<file path="src/pu_pkg.sv">
// ----------------------------------------------------------------------------
// pu_pkg: shared types and constants for the picture-unit register port
// Holds the opcodes, register numbers and the queue word passed from the
// front end to the back end.
// ----------------------------------------------------------------------------
package pu_pkg;

   typedef enum logic [1:0] {
      OP_WRITE = 2'd0,
      OP_READ  = 2'd1,
      OP_TICK  = 2'd2,
      OP_NONE  = 2'd3
   } op_type;

   localparam logic [2:0] REG_CTRL1  = 3'd0;
   localparam logic [2:0] REG_CTRL2  = 3'd1;
   localparam logic [2:0] REG_STATUS = 3'd2;
   localparam logic [2:0] REG_OAMADR = 3'd3;
   localparam logic [2:0] REG_OAMDAT = 3'd4;
   localparam logic [2:0] REG_SCROLL = 3'd5;
   localparam logic [2:0] REG_ADDR   = 3'd6;
   localparam logic [2:0] REG_DATA   = 3'd7;

   localparam logic CFG_MIRROR  = 1'b0;
   localparam logic CFG_PROTECT = 1'b1;

   // classified word from front end to back end
   typedef struct packed {
      op_type      op;
      logic [2:0]  reg_index;
      logic [7:0]  write_data;
   } item_type;

endpackage

</file>
<file path="src/pu_front.sv">
// ----------------------------------------------------------------------------
// pu_front: input stage and two-entry queue
// Accepts request words and buffers them for the back end.
// ----------------------------------------------------------------------------
module pu_front
   import pu_pkg::*;
(
   input  logic        clock,
   input  logic        reset,
   input  logic        req_valid,
   output logic        req_ready,
   input  logic [1:0]  req_opcode,
   input  logic [2:0]  req_reg_index,
   input  logic [7:0]  req_write_data,
   output logic        q_valid,
   input  logic        q_ready,
   output item_type    q_item
);

   item_type   mem_ff [2];
   logic       wp_ff, wp_in, rp_ff, rp_in;
   logic [1:0] cnt_ff, cnt_in;
   logic       push, pop;

   assign req_ready = (cnt_ff != 2'd2);
   assign push      = req_valid && req_ready;
   assign q_valid   = (cnt_ff != 2'd0);
   assign pop       = q_valid && q_ready;
   assign q_item    = mem_ff[rp_ff];

   // advance pointers and count
   always_comb begin
      wp_in  = push ? ~wp_ff : wp_ff;
      rp_in  = pop ? ~rp_ff : rp_ff;
      cnt_in = cnt_ff + {1'b0, push} - {1'b0, pop};
   end

   always_ff @(posedge clock) begin
      if (reset) begin
         wp_ff  <= 1'b0;
         rp_ff  <= 1'b0;
         cnt_ff <= 2'd0;
      end else begin
         wp_ff  <= wp_in;
         rp_ff  <= rp_in;
         cnt_ff <= cnt_in;
      end
   end

   // store classified word
   always_ff @(posedge clock) begin
      if (push) begin
         mem_ff[wp_ff] <= '{op: op_type'(req_opcode), reg_index: req_reg_index,
                            write_data: req_write_data};
      end
   end

   a_cnt_range: assert property (@(posedge clock) disable iff (reset)
      cnt_ff != 2'd3) else $error("queue count overflow");
   a_no_push_full: assert property (@(posedge clock) disable iff (reset)
      (cnt_ff == 2'd2) |-> !push) else $error("push into full queue");
   a_pop_count: assert property (@(posedge clock) disable iff (reset)
      (pop && !push) |=> (cnt_ff == $past(cnt_ff) - 2'd1)) else $error("pop count");

endmodule

</file>
<file path="config.mk">
export PLATFORM = sky130hd
export DESIGN_NAME = pu_front
export DESIGN_NICKNAME = d
export VERILOG_FILES = /design/src/pu_pkg.sv /design/src/pu_front.sv
export SDC_FILE = /design/constraint.sdc
export NUM_CORES = 1
export LEC_CHECK = 0
export ABC_AREA = 1
export BUFFER_PORTS_ARGS = -buffer_cell sky130_fd_sc_hd__buf_2
export CAP_MARGIN = 5
export CORE_ASPECT_RATIO = 0.5
export CORE_MARGIN = 4
export CORE_UTILIZATION = 45
export DETAILED_ROUTE_END_ITERATION = 7
export GPL_TIMING_DRIVEN = 0
export PLACE_DENSITY = 0.84
export SETUP_SLACK_MARGIN = 0.05
export SKIP_LAST_GASP = 1
export SYNTH_ARGS = -nofsm -noshare
export SYNTH_HDL_FRONTEND = slang
export SYNTH_SLANG_ARGS = --single-unit
</file>
<file path="constraint.sdc">
create_clock -name clock -period 1.6 [get_ports clock]
set_clock_uncertainty 0.2 [all_clocks]
set_input_delay 0.08 -clock clock [delete_from_list [all_inputs] [get_ports clock]]
set_output_delay 0.08 -clock clock [all_outputs]
set_load 0.03 [all_outputs]
</file>
======== Yosys cells after proc, flatten, opt, wreduce, memory -nomap -nowiden ========
Memory sizes are Yosys's and may differ from the RTL's. A register that Yosys moved wholly into a read port is not among the register bits.
Cells that the tools add are included.
operators by class
  add/subtract/negate cells ............... 2
  eq/ne operators ......................... 1
  muxes and demuxes ....................... 4
  bitwise operators ....................... 2
  reduce and logical (&&, ||, !) cells .... 3
operators by type and width
  operator                                      count
  two-way mux 1 bit                             4
  adder 2 x 1 -> 2 bit                          1
  logical AND 1 bit                             2
  inequality test 2 bit, second input constant  1
  inverter 1 bit                                2
  nonzero test 2 bit                            1
  subtractor 2 x 1 -> 2 bit                     1
word-level totals
  flip-flop bits (word level) ............. 4
  bits in writable memories ............... 26
  input bits .............................. 17
  output and inout bits ................... 15
  word-level logic and storage cells ...... 16
  memories ................................ 1
memories
  name    words  bits a word  read ports  clocked after Yosys merged registers in  write ports  line            source
  mem_ff  2      13           1           1                                        1            pu_front.sv:20  item_type mem_ff [2];

======== Depth between registers and ports, before layout ========
Gate-level depths: netlist (run 1).
  depth in word-level cells ............... 4
  depth in mapped cells ................... 11
  gate-level depth less buffers ........... 11

======== Least setup slack after synthesis (run 1) ========
No wires, ideal clock.
  path type ............................... reg2reg
  start ................................... register cnt_ff[0]
  end ..................................... memory mem_ff[0][0] (netlist name), enable pin
  arrival time ............................ 1.356 ns
  required time ........................... 1.018 ns
  slack ................................... -0.338 ns
  stages on the path, launching flop included .. 5
  clock period less this slack ............ 1.938 ns
  path through ............................ dfxtp_1 -> inv_1 -> nand2_1 -> nand2_1 -> nor2_1
between the ends
  cells in the longest elaborated chain, start to end .. 4
RTL lines
  element                                  line            source
  from (decl)                              pu_front.sv:22  logic [1:0] cnt_ff, cnt_in;
  from (signal assigned)                   pu_front.sv:46  cnt_ff <= cnt_in;
  inequality test 2 bit                    pu_front.sv:25  assign req_ready = (cnt_ff != 2'd2);
  net req_ready                            pu_front.sv:11  output logic req_ready,
  logical AND 1 bit                        pu_front.sv:26  assign push = req_valid && req_ready;
  two-way mux 1 bit                        pu_front.sv:52  if (push) begin
  two-way mux 1 bit (implied by the code)  pu_front.sv:53  mem_ff[wp_ff] <= '{op: op_type'(req_opcode), reg_index: req_reg_index,
  to (decl)                                pu_front.sv:20
The timed path passes the listed nets, and every way through them passes these cells.

======== Final worst setup path (run 1) ========
  start ................................... register cnt_ff[0]
  end ..................................... register cnt_ff[1]
between the ends
  cells in the longest elaborated chain, start to end .. 4
  elaborated cells between the ends (all ways) .. 6
RTL lines
  element                      line            source
  inequality test 2 bit        pu_front.sv:25
  logical AND 1 bit            pu_front.sv:26
  adder 2 x 1 -> 2 bit         pu_front.sv:35  cnt_in = cnt_ff + {1'b0, push} - {1'b0, pop};
  subtractor 2 x 1 -> 2 bit *  pu_front.sv:35
Mark *: on every way between the ends. The rest lies on a longest branch, timed or not.
A chain may end at the register's enable or synchronous reset.

==> summary.md, run 1 <==
| Metric | Value |
|---|---|
| Area growth, synth to finish | `61.9%` |
| Hold depth | `4` |
| Remaining Overflow, GRT | `0` |
| Unrepaired setup endpoints after global routing | `yes` |
| Antenna-violating nets left | `0` |
| Largest area contributor in the netlist | `edfxtp_1` |
| Synth Net Count | `96` |
| Worst r2r src | `cnt_ff[0]$_SDFF_PP0_` |
| Number of global-route vias before repair | `about 840` |
| Slew Limit Headroom | `0.749` |
| Startpoint types | `flip-flop` |
| NetSw | `roughly 1.1 mW` |
| NumNets Final | `~160` |
| Share of the synthesized area in the top cell type | `0.640` |
| Longest Clk Path Bufs | `2` |
| Synth top area cells | `edfxtp_1 64%, mux2_4 12%, dfxtp_1 8.2%` |
| Final WL | `2550 µm` |
| Measured slew at the worst slew-check pin | `376 ps` |
| Post-synth EDFFs | `26` |
| Final worst setup slack | `-6.17 ps` |
| Register area | `892 µm²` |
| Status | `finished, violations left` |
| Hold Path End | `wp_ff$_SDFFE_PP0N_` |
| Crit path cell chain | `inv_4 > nand2_4 > nand2_4 > ha_4 > inv_2 > ha_4 > inv_2 > nand2_2 > a21oi_2 > nor2_1` |
| Drt first pass iters | `4` |
| Met2 routed WL | `between 1000 and 1500 µm` |
| Die area | `between 3000 and 4000 µm²` |
| Post-DR vias/cell | `4.54` |
| DR iter-0 viols | `slightly below 60` |
| Top FF cell, synth | `edfxtp_1` |
| Met3 routed WL | `73 µm` |
| Initial antenna violation count | `0` |
| M1 WL | `around 1000 µm` |
| CTS tree | `yes` |
| VDD IR max | `~1200 µV` |
| Vias | `about 810` |
| FF-to-FF path depth | `10` |
| Crit Path Max Fanout | `3` |
| Static Leak | `around 0.8 nW` |
| Slowest cell on the critical path | `dfxtp_4` |
| Avg Inst Size Synth | `between 15 and 20 µm²` |
| Pin count of the biggest net entering global routing | `14` |
| Top-count cell post-synth | `edfxtp_1` |
| Synth warn | `0` |
| Power density cells | `1670 nW/µm²` |
| Initial Util | `0.472` |
| First-pass GRT wire length | `around 3800 µm` |
| DR WL/cell | `about 14 µm` |
| DRC violation count after routing | `0` |
| Crit path max-delay family | `adder cells` |
| Final Max Tran Viols | `0` |
| Setup violations, final | `1` |
| Share of total power in the clock network | `0.220` |
| Area of the multi-input gates | `~390 µm²` |
| Share of layout cells above drive strength 1 | `0.560` |
| Fmax | `623 MHz` |
| Combinational Power Share | `0.430` |
| GPL Wtd Cong | `just under 0.8` |
| CP arrival | `1570 ps` |
| Final core occ | `0.764` |
| Fillers | `about 150` |
| Final Hold Viols | `0` |
| WP data required | `1570 ps` |
| CP endpoint kind | `flip-flop` |
| FF-to-FF End | `cnt_ff[1]$_SDFF_PP0_` |
| Commonest cells post-synth | `26 x edfxtp_1, 10 x mux2_4, 9 x nor2_1` |
| Min cycle time layout | `approximately 1600 ps` |
| Rows | `13` |
| Dpl hpwl | `around 1400 µm` |
| DR top layer | `met4` |
| Worst-path clk slew | `60 ps` |
| Core area | `approximately 2600 µm²` |
| Worst Path Buf+Inv | `3` |
| Antenna Cells | `0` |
| Reg power frac | `0.350` |
| Synth Cell Area | `around 1200 µm²` |
| Crit path largest cell delay | `380 ps` |
| Clk root buf | `clkbuf_8` |
| Seq/Total Area, Yosys | `0.722` |
| Clock latency on the worst-skew pair | `approximately 270 ps` |
| Top Ports | `32` |
| Failing checks | `setup timing` |
| GRT Util Overall | `0.142` |
| CTS Buf Count | `5` |
| Die X | `between 80 and 90 µm` |
| Yosys cell types | `11` |
| Sink Count | `31` |
| Internal power | `2.22 mW` |
| Max H-tree Level | `2` |
| Fraction of registers with async set/reset | `0` |
| Worst reg-to-reg setup slack | `-6 ps` |
| Fin cells | `178` |
| Fin crit share | `1.00` |
| Port bufs | `31` |
| #FFs+latches synth | `31` |
| Min-delay src | `req_valid` |
| Crit path from | `cnt_ff[0]$_SDFF_PP0_` |
| Max cap viols | `0` |
| Worst Setup Path Type | `reg -> reg` |
| Hold Path Class | `in -> reg` |
| Switching Share | `0.328` |
| Synth Instances | `between 70 and 80` |
| Die Span Y | `roughly 45 µm` |
| Fin Hold WS | `a little over 70 ps` |
| Placed Cells | `around 150` |
-- worst max-delay path by stage --
stage	endpoint	slack, ps	cells past startpoint
4_1_cts	q_item[1]	2	3
6_report	cnt_ff[1]$_SDFF_PP0_	-6	10
2_1_floorplan	cnt_ff[1]$_SDFF_PP0_	30	10
5_1_grt	cnt_ff[1]$_SDFF_PP0_	-100	10
3_5_place_dp	mem_ff[0][11]$_DFFE_PP_	-70	3
3_3_place_gp	mem_ff[0][7]$_DFFE_PP_	-30	4
-- power groups by stage --
stage / clock network (mW) / logic (mW) / registers (mW)
after floorplan: 0 / 0.732 / 1.10
after global placement: 0 / 0.910 / 1.11
after detailed placement: 0 / 0.926 / 1.13
after CTS: 0.746 / 1.22 / 1.15
after global routing: 0.786 / 1.51 / 1.17
final: 0.727 / 1.42 / 1.15
-- worst register-to-register path: cells and delay by family, from the launching register on --
family          cells  cell delay [ps]
flops               1              380
buf+inv             3              140
compound gates      1              140
fa+ha+maj           2              410
simple gates        4              240
-- sequential cells by signal, indices dropped and copies added, names as in the netlist, named ones only --
signal,flops
rp_ff,1
mem_ff,26
cnt_ff,2
wp_ff,1
-- placed cells by master, fill, tap and decap left out, drive strengths merged --
| cell | netlist | layout |
|---|---|---|
| nand2 | 8 | 8 |
| dfxtp | 5 | 5 |
| dlygate4sd3 | 0 | 16 |
| clkinv | 0 | 2 |
| nand3 | 3 | 3 |
| clkbuf | 0 | 5 |
| nor2 | 9 | 9 |
| ha | 2 | 2 |
| a21oi | 2 | 2 |
| clkinvlp | 0 | 1 |
| buf | 1 | 41 |
| bufinv | 0 | 1 |
| mux2 | 13 | 13 |
| edfxtp | 26 | 26 |
| inv | 8 | 7 |
-- routing by layer --
metal,vias to the layer above,track usage
met5,-,0
met4,0,0.0662
met3,2,0.0418
met2,17,0.275
met1,391,0.144
li1,399,-
-- per-stage QoR --
step | setup WS (ps) | setup TNS [ps] | area [µm²] | total power, mW
after floorplan | 27.3 | 0 | 1260 | 1.84
after global placement | -29.4 | -378 | 1460 | 2.02
after detailed placement | -69.8 | -966 | 1460 | 2.05
after CTS | 2.01 | 0 | 1880 | 3.12
after global routing | -100 | -528 | 1980 | 3.47
final | -6.17 | -6.17 | 1980 | 3.30
-- cell type report --
type / count / share of cell area
buffer: 1 / 0.0101
clock buffer: 5 / 0.0348
clock inverter: 3 / 0.0196
inverter: 8 / 0.0184
multi-input combinational: 37 / 0.195
sequential: 31 / 0.452
tap: 37 / 0.0234
timing repair buffer: 56 / 0.247
-- cell families (layout without fill, tap and decap cells) --
family,Yosys count,count (layout),synth area share
DFF,31,31,0.722
and+or+nand+nor,20,20,0.0646
muxes,13,13,0.151
buffers and inverters,9,73,0.0338
adders and majority gates,2,2,0.0205
AOI/OAI and AO/OA,2,2,0.00821
-- timing repair --
action	CTS	global route
endpoints found under the setup margin	27	15
pin swaps	7	7
hold buffers	16	0
hold endpoints to repair	31	0
gates cloned	1	0
resized for setup	25	33
buffers inserted	6	2
(Power assumes the default switching activity.)
==> run 2, diff against run 1 <==
--- a/config.mk
+++ b/config.mk
@@ -15,6 +15,7 @@
 export GPL_TIMING_DRIVEN = 0
 export PLACE_DENSITY = 0.84
 export SETUP_SLACK_MARGIN = 0.05
+export SKIP_CTS_REPAIR_TIMING = 1
 export SKIP_LAST_GASP = 1
 export SYNTH_ARGS = -nofsm -noshare
 export SYNTH_HDL_FRONTEND = slang
==> summary.md, run 2 (synthesized netlist as in run 1, its figures left out) <==
| Metric | Value |
|---|---|
| CTS Buf Count | `5 (unchanged)` |
| Antenna Cells | `0 (unchanged)` |
| Top Ports | `32 (unchanged)` |
| Clock latency on the worst-skew pair | `270 ps (about the same)` |
| Met2 routed WL | `1200 µm (-18%)` |
| DR iter-0 viols | `45 (-22%)` |
| Die Span Y | `44.8 µm (unchanged)` |
| Status | `finished, final reports clean` |
| Most frequent cells in the layout | `26 x edfxtp_1, 21 x buf_2, 16 x dlygate4sd3_1, 10 x mux2_4, 10 x buf_6` |
| Port bufs | `31 (unchanged)` |
| Most flop-heavy register | `mem_ff` |
| Final WL | `2280 µm (-11%)` |
| Max H-tree Level | `2 (unchanged)` |
| Min-delay src | `q_ready` |
| Share of layout cells above drive strength 1 | `0.504 (-0.0566)` |
| Post-DR vias/cell | `4.44 (-2.4%)` |
| DR WL/cell | `13.3 µm (-7.6%)` |
| Final Power | `3.03 mW (-8.1%)` |
| Slew Limit Headroom | `0.748 (-0.00100)` |
| Pre-CTS setup slack | `-69.8 ps (unchanged)` |
| Sink Count | `31 (unchanged)` |
| Pin count of the biggest net entering global routing | `14 (unchanged)` |
| DR top layer | `met3` |
| Initial antenna violation count | `0 (unchanged)` |
| Measured slew at the worst slew-check pin | `378 ps (+1.50 ps)` |
| Fin Hold WS | `29.9 ps (-41.0 ps)` |
| GRT Util Overall | `0.119 (-0.0234)` |
| Min cycle time layout | `1600 ps (-6.37 ps)` |
| VDD IR max | `1000 µV (-15%)` |
| Crit Path Max Fanout | `4 (+1)` |
| Die X | `81.6 µm (unchanged)` |
| WP data required | `1560 ps (about the same)` |
| Die area | `3660 µm² (unchanged)` |
| FF-to-FF End | `cnt_ff[1]$_SDFF_PP0_` |
| Setup violations, final | `0 (-1)` |
| Rows | `13 (unchanged)` |
| CP arrival | `1560 ps (about the same)` |
| Met3 routed WL | `66 µm (-9.6%)` |
| Largest register FFs | `26 (unchanged)` |
| Unrepaired setup endpoints after global routing | `yes` |
| Area growth, synth to finish | `52.7%` |
| Remaining Overflow, GRT | `0 (unchanged)` |
| Crit path max-delay family | `adder cells` |
| Max cap viols | `0 (unchanged)` |
| Worst r2r src | `cnt_ff[0]$_SDFF_PP0_` |
| Fin crit share | `1.00 (-0.00398)` |
| Worst Setup Path Type | `reg -> reg` |
| Startpoint types | `flip-flop` |
| Static Leak | `0.762 nW (-6.3%)` |
| Fmax | `625 MHz (+0.40%)` |
| Hold depth | `5 (+1)` |
| M1 WL | `1010 µm (+1.7%)` |
| Final worst setup slack | `0.195 ps (+6.37 ps)` |
| Worst Path Buf+Inv | `3 (unchanged)` |
| CP endpoint kind | `flip-flop` |
| Final Max Tran Viols | `0 (unchanged)` |
| Worst-path clk slew | `60 ps (about the same)` |
| Crit path largest cell delay | `370 ps (about the same)` |
| GPL Wtd Cong | `0.785 (unchanged)` |
| Biggest regs | `mem_ff (26), cnt_ff (2)` |
| Final Hold Viols | `0 (unchanged)` |
| Initial Util | `0.472 (unchanged)` |
| Clk root buf | `clkbuf_8` |
| DRC violation count after routing | `0 (unchanged)` |
| Antenna-violating nets left | `0 (unchanged)` |
| FF-to-FF path depth | `10 (unchanged)` |
| Vias | `763 (-5.7%)` |
| Drt first pass iters | `4 (unchanged)` |
| First-pass GRT wire length | `3110 µm (-18%)` |
| NumNets Final | `153 (-3.8%)` |
| Core area | `2590 µm² (unchanged)` |
| Power density cells | `1630 nW/µm² (-2.5%)` |
| Hold Path Class | `in -> reg` |
| Crit path cell chain | `inv_2 > nand2_4 > nand2_4 > ha_4 > inv_2 > ha_2 > inv_1 > nand2_1 > a21oi_1 > nor2_1` |
| Longest Clk Path Bufs | `2 (unchanged)` |
| Commonest non-fill, non-tap cell in the layout | `edfxtp_1` |
| Dpl hpwl | `1380 µm (unchanged)` |
| Worst reg-to-reg setup slack | `0.2 ps (about the same)` |
| CTS tree | `yes` |
| Number of global-route vias before repair | `686 (-19%)` |
| Slowest cell on the critical path | `dfxtp_4` |
==> run 2: cell count changes in the layout (fill, tap and decap cells not counted), moves of 2 or more <==
| cell | previous run | this run |
|---|---|---|
| mux2_4 | 13 | 10 |
| buf_4 | 7 | 2 |
| nand2_2 | 2 | 0 |
| mux2_2 | 0 | 3 |
| buf_6 | 14 | 10 |
| nand2_1 | 4 | 6 |
| buf_2 | 18 | 21 |
==> run 2: worst max path at each step <==
stage | from | to | slack [ps] | cells after the start
4_1_cts | flip-flop | q_item[9] | -110 | 3
5_1_grt | cnt_ff[0]$_SDFF_PP0_ | cnt_ff[1]$_SDFF_PP0_ | -70 | 10
2_1_floorplan | cnt_ff[0]$_SDFF_PP0_ | cnt_ff[1]$_SDFF_PP0_ | 30 | 10
6_report | cnt_ff[0]$_SDFF_PP0_ | cnt_ff[1]$_SDFF_PP0_ | 0.2 | 10
3_5_place_dp | cnt_ff[1]$_SDFF_PP0_ | mem_ff[0][11]$_DFFE_PP_ | -70 | 3
3_3_place_gp | cnt_ff[0]$_SDFF_PP0_ | mem_ff[0][7]$_DFFE_PP_ | -30 | 4
==> run 2: routing by layer <==
layer / track usage / up-vias
met4: 0.0397 / 0
met5: 0 / -
met1: 0.121 / 363
met2: 0.223 / 13
met3: 0.0518 / 0
li1: - / 387
==> run 2: where the power goes <==
part	switching [mW]	internal, mW
Combinational	0.609	0.548
Clock	0.273	0.455
Sequential	0.0950	1.05
Total	0.977	2.05
==> run 2: worst min-delay path: cells and delay by family <==
family	cells	cell delay, ps
buf+inv	2	150
simple gates	3	230
==> run 2: area by class of cell <==
| class | count | area, µm² |
|---|---|---|
| plain buffers | 1 | 20.0 |
| clock buffers | 5 | 68.8 |
| clock inverters | 3 | 38.8 |
| fillers | 171 | 723 |
| inverters | 8 | 33.8 |
| multi-input cells | 37 | 345 |
| flip-flops and latches | 31 | 892 |
| well taps | 37 | 46.3 |
| repair buffers | 50 | 418 |
==> run 2: per-stage QoR <==
step	TNS, ps	std cells	area, µm²	util
detailed placement	-966	145	1460	0.564
finish	0	172	1860	0.720
global placement	-378	145	1460	0.564
global route	-403	172	1860	0.720
CTS	-1960	153	1570	0.605
floorplan	0	77	1260	-
==> run 3, diff against run 2 <==
--- a/config.mk
+++ b/config.mk
@@ -5,15 +5,13 @@
 export SDC_FILE = /design/constraint.sdc
 export NUM_CORES = 1
 export LEC_CHECK = 0
-export ABC_AREA = 1
 export BUFFER_PORTS_ARGS = -buffer_cell sky130_fd_sc_hd__buf_2
-export CAP_MARGIN = 5
 export CORE_ASPECT_RATIO = 0.5
 export CORE_MARGIN = 4
 export CORE_UTILIZATION = 45
 export DETAILED_ROUTE_END_ITERATION = 7
 export GPL_TIMING_DRIVEN = 0
-export PLACE_DENSITY = 0.84
+export PLACE_DENSITY = 0.85
 export SETUP_SLACK_MARGIN = 0.05
 export SKIP_CTS_REPAIR_TIMING = 1
 export SKIP_LAST_GASP = 1
==> summary.md, run 3 <==
| Metric | Value |
|---|---|
| Die X | `80.2 µm (-1.8%)` |
| Hold Path Class | `in -> reg` |
| Final Hold Viols | `4 (+4)` |
| Final WL | `2580 µm (+13%)` |
| Fin cells | `156 (-9.3%)` |
| CP arrival | `1610 ps (+50 ps)` |
| Failing checks | `hold timing, setup timing` |
| Register area | `890 µm² (-0.28%)` |
| #FFs+latches synth | `31 (unchanged)` |
| Fillers | `129 (-25%)` |
| Top FF cell, synth | `edfxtp_1` |
| Clock latency on the worst-skew pair | `270 ps (about the same)` |
| Most flop-heavy register | `mem_ff` |
| Rows | `12 (-1)` |
| Worst reg-to-reg setup slack | `-50 ps (-50 ps)` |
| Min cycle time layout | `1650 ps (+48.3 ps)` |
| CP endpoint kind | `flip-flop` |
| Initial antenna violation count | `0 (unchanged)` |
| Largest area contributor in the netlist | `edfxtp_1` |
| Post-synth EDFFs | `26 (unchanged)` |
| Top-count cell post-synth | `edfxtp_1` |
| Port bufs | `31 (unchanged)` |
| GPL Wtd Cong | `0.664 (-15%)` |
| Antenna-violating nets left | `0 (unchanged)` |
| Largest register FFs | `26 (unchanged)` |
| Measured slew at the worst slew-check pin | `400 ps (+22.7 ps)` |
| Static Leak | `0.727 nW (-4.5%)` |
| Fin Hold WS | `-147 ps (-177 ps)` |
| Die Span Y | `44.1 µm (-1.6%)` |
| Top Ports | `32 (unchanged)` |
| Synth Cell Area | `1170 µm² (-3.9%)` |
| Slew Limit Headroom | `0.733 (-0.0151)` |
| Clk root buf | `clkbuf_8` |
| Dpl hpwl | `1310 µm (-4.9%)` |
| Area growth, synth to finish | `55.1%` |
| Final core occ | `0.776 (+0.0558)` |
| Pin count of the biggest net entering global routing | `14 (unchanged)` |
| Post-DR vias/cell | `4.78 (+7.8%)` |
| Crit Path Max Fanout | `4 (unchanged)` |
| Synth warn | `0 (unchanged)` |
| NumNets Final | `139 (-9.2%)` |
| Synth Net Count | `83 (-14%)` |
| Fraction of registers with async set/reset | `0 (unchanged)` |
| Final Power | `2.89 mW (-4.6%)` |
| Antenna Cells | `0 (unchanged)` |
| Area of the multi-input gates | `383 µm² (+11%)` |
| Sink Count | `31 (unchanged)` |
| Max H-tree Level | `2 (unchanged)` |
| Biggest regs | `mem_ff (26), cnt_ff (2)` |
| Worst Setup Path Type | `reg -> reg` |
| Pre-CTS setup slack | `-111 ps (-41.1 ps)` |
| First-pass GRT wire length | `3040 µm (-2.0%)` |
| Max cap viols | `0 (unchanged)` |
| Unrepaired setup endpoints after global routing | `yes` |
| GRT Util Overall | `0.124 (+0.00541)` |
| Die area | `3540 µm² (-3.4%)` |
| Share of layout cells above drive strength 1 | `0.562 (+0.0583)` |
| Synth top area cells | `edfxtp_1 67%, mux2_1 11%, dfxtp_1 8.5%` |
| Vias | `746 (-2.2%)` |
| CTS tree | `yes` |
| Initial Util | `0.501 (+0.0288)` |
| VDD IR max | `836 µV (-17%)` |
| Remaining Overflow, GRT | `0 (unchanged)` |
| DR WL/cell | `16.6 µm (+25%)` |
| DRC violation count after routing | `0 (unchanged)` |
| Number of global-route vias before repair | `683 (-0.44%)` |
| Status | `finished, violations left` |
| Startpoint types | `flip-flop` |
| WP data required | `1560 ps (about the same)` |
| Avg Inst Size Synth | `18.3 µm² (+16%)` |
| Commonest non-fill, non-tap cell in the layout | `edfxtp_1` |
| Drt first pass iters | `4 (unchanged)` |
| Placed Cells | `130 (-10%)` |
| Seq/Total Area, Yosys | `0.751 (+0.0293)` |
| Commonest cells post-synth | `26 x edfxtp_1, 11 x mux2_1, 5 x dfxtp_1, 5 x nor2_1` |
| Setup violations, final | `1 (+1)` |
| Power density cells | `1590 nW/µm² (-2.3%)` |
| Fin crit share | `1.03 (+0.0302)` |
| Yosys cell types | `17 (+6)` |
| DR iter-0 viols | `25 (-44%)` |
| CTS Buf Count | `5 (unchanged)` |
| Longest Clk Path Bufs | `2 (unchanged)` |
| Synth Instances | `64 (-17%)` |
| Core area | `2340 µm² (-9.4%)` |
| Share of the synthesized area in the top cell type | `0.666 (+0.0260)` |
| Final worst setup slack | `-48.1 ps (-48.3 ps)` |
| Final Max Tran Viols | `0 (unchanged)` |
| Worst-path clk slew | `60 ps (about the same)` |
| Fmax | `607 MHz (-2.9%)` |
| Most frequent cells in the layout | `26 x edfxtp_1, 21 x buf_2, 13 x dlygate4sd3_1, 11 x mux2_4, 10 x buf_6` |
[run 3: worst max-delay path, stage by stage (launching register included)]
cell	delay (ps)
dfxtp_4	360
o21a_4	210
ha_4	260
inv_2	40
ha_4	150
xor2_2	140
xnor2_1	140
nor2_1	50
[run 3: through the flow]
step / hold WS [ps] / instance area, µm² / TNS (ps)
2_1_floorplan: -55.8 / 1200 / -76.6
3_3_place_gp: 68.3 / 1400 / -1080
3_5_place_dp: 71.2 / 1400 / -1320
4_1_cts: -216 / 1480 / -2540
5_1_grt: -148 / 1820 / -1200
6_report: -147 / 1820 / -48.1
[run 3: logic make-up (layout without fill, tap and decap cells)]
logic type | after synthesis | count (layout) | synth area share
buffers and inverters | 2 | 59 | 0.00960
adders and majority gates | 2 | 2 | 0.0213
muxes | 14 | 14 | 0.138
and+or+nand+nor | 11 | 11 | 0.0502
xor gates and xnor gates | 3 | 3 | 0.0224
AOI/OAI and AO/OA | 1 | 1 | 0.00747
DFF | 31 | 31 | 0.751
[run 3: routing by layer]
layer / up-vias / share of wire / track usage / wire [µm]
met2: 15 / 0.53 / 0.217 / 1370
met4: 0 / 0.010 / 0.0909 / 27
met3: 2 / 0.034 / 0.0528 / 89
met5: - / 0 / 0 / 0
li1: 350 / - / - / -
met1: 379 / 0.43 / 0.121 / 1100
[run 3: worst paths after layout]
| path | start | to | depth (start not counted) |
|---|---|---|---|
| min reg2reg | rp_ff$_SDFFE_PP0P_ | flip-flop | 2 |
| min | reset | cnt_ff[0]$_SDFF_PP0_ | 2 |
| max | cnt_ff[1]$_SDFF_PP0_ | cnt_ff[1]$_SDFF_PP0_ | 7 |
| max reg2reg | cnt_ff[1]$_SDFF_PP0_ | cnt_ff[1]$_SDFF_PP0_ | 7 |
[run 3: final cells by class]
class                           count  share of cell area
Clock buffer                        6              0.0399
Multi-Input combinational cell     31               0.211
Tap cell                           35              0.0241
Timing Repair Buffer               49               0.222
Sequential cell                    31               0.489
Clock inverter                      2             0.00413
Inverter                            1             0.00206
Buffer                              1             0.00826
[run 3: report_power, final]
part           internal (mW)  switching (mW)  leakage (nW)
Combinational          0.625           0.592         0.401
Clock                  0.296           0.257        0.0403
Sequential              1.04          0.0834         0.286
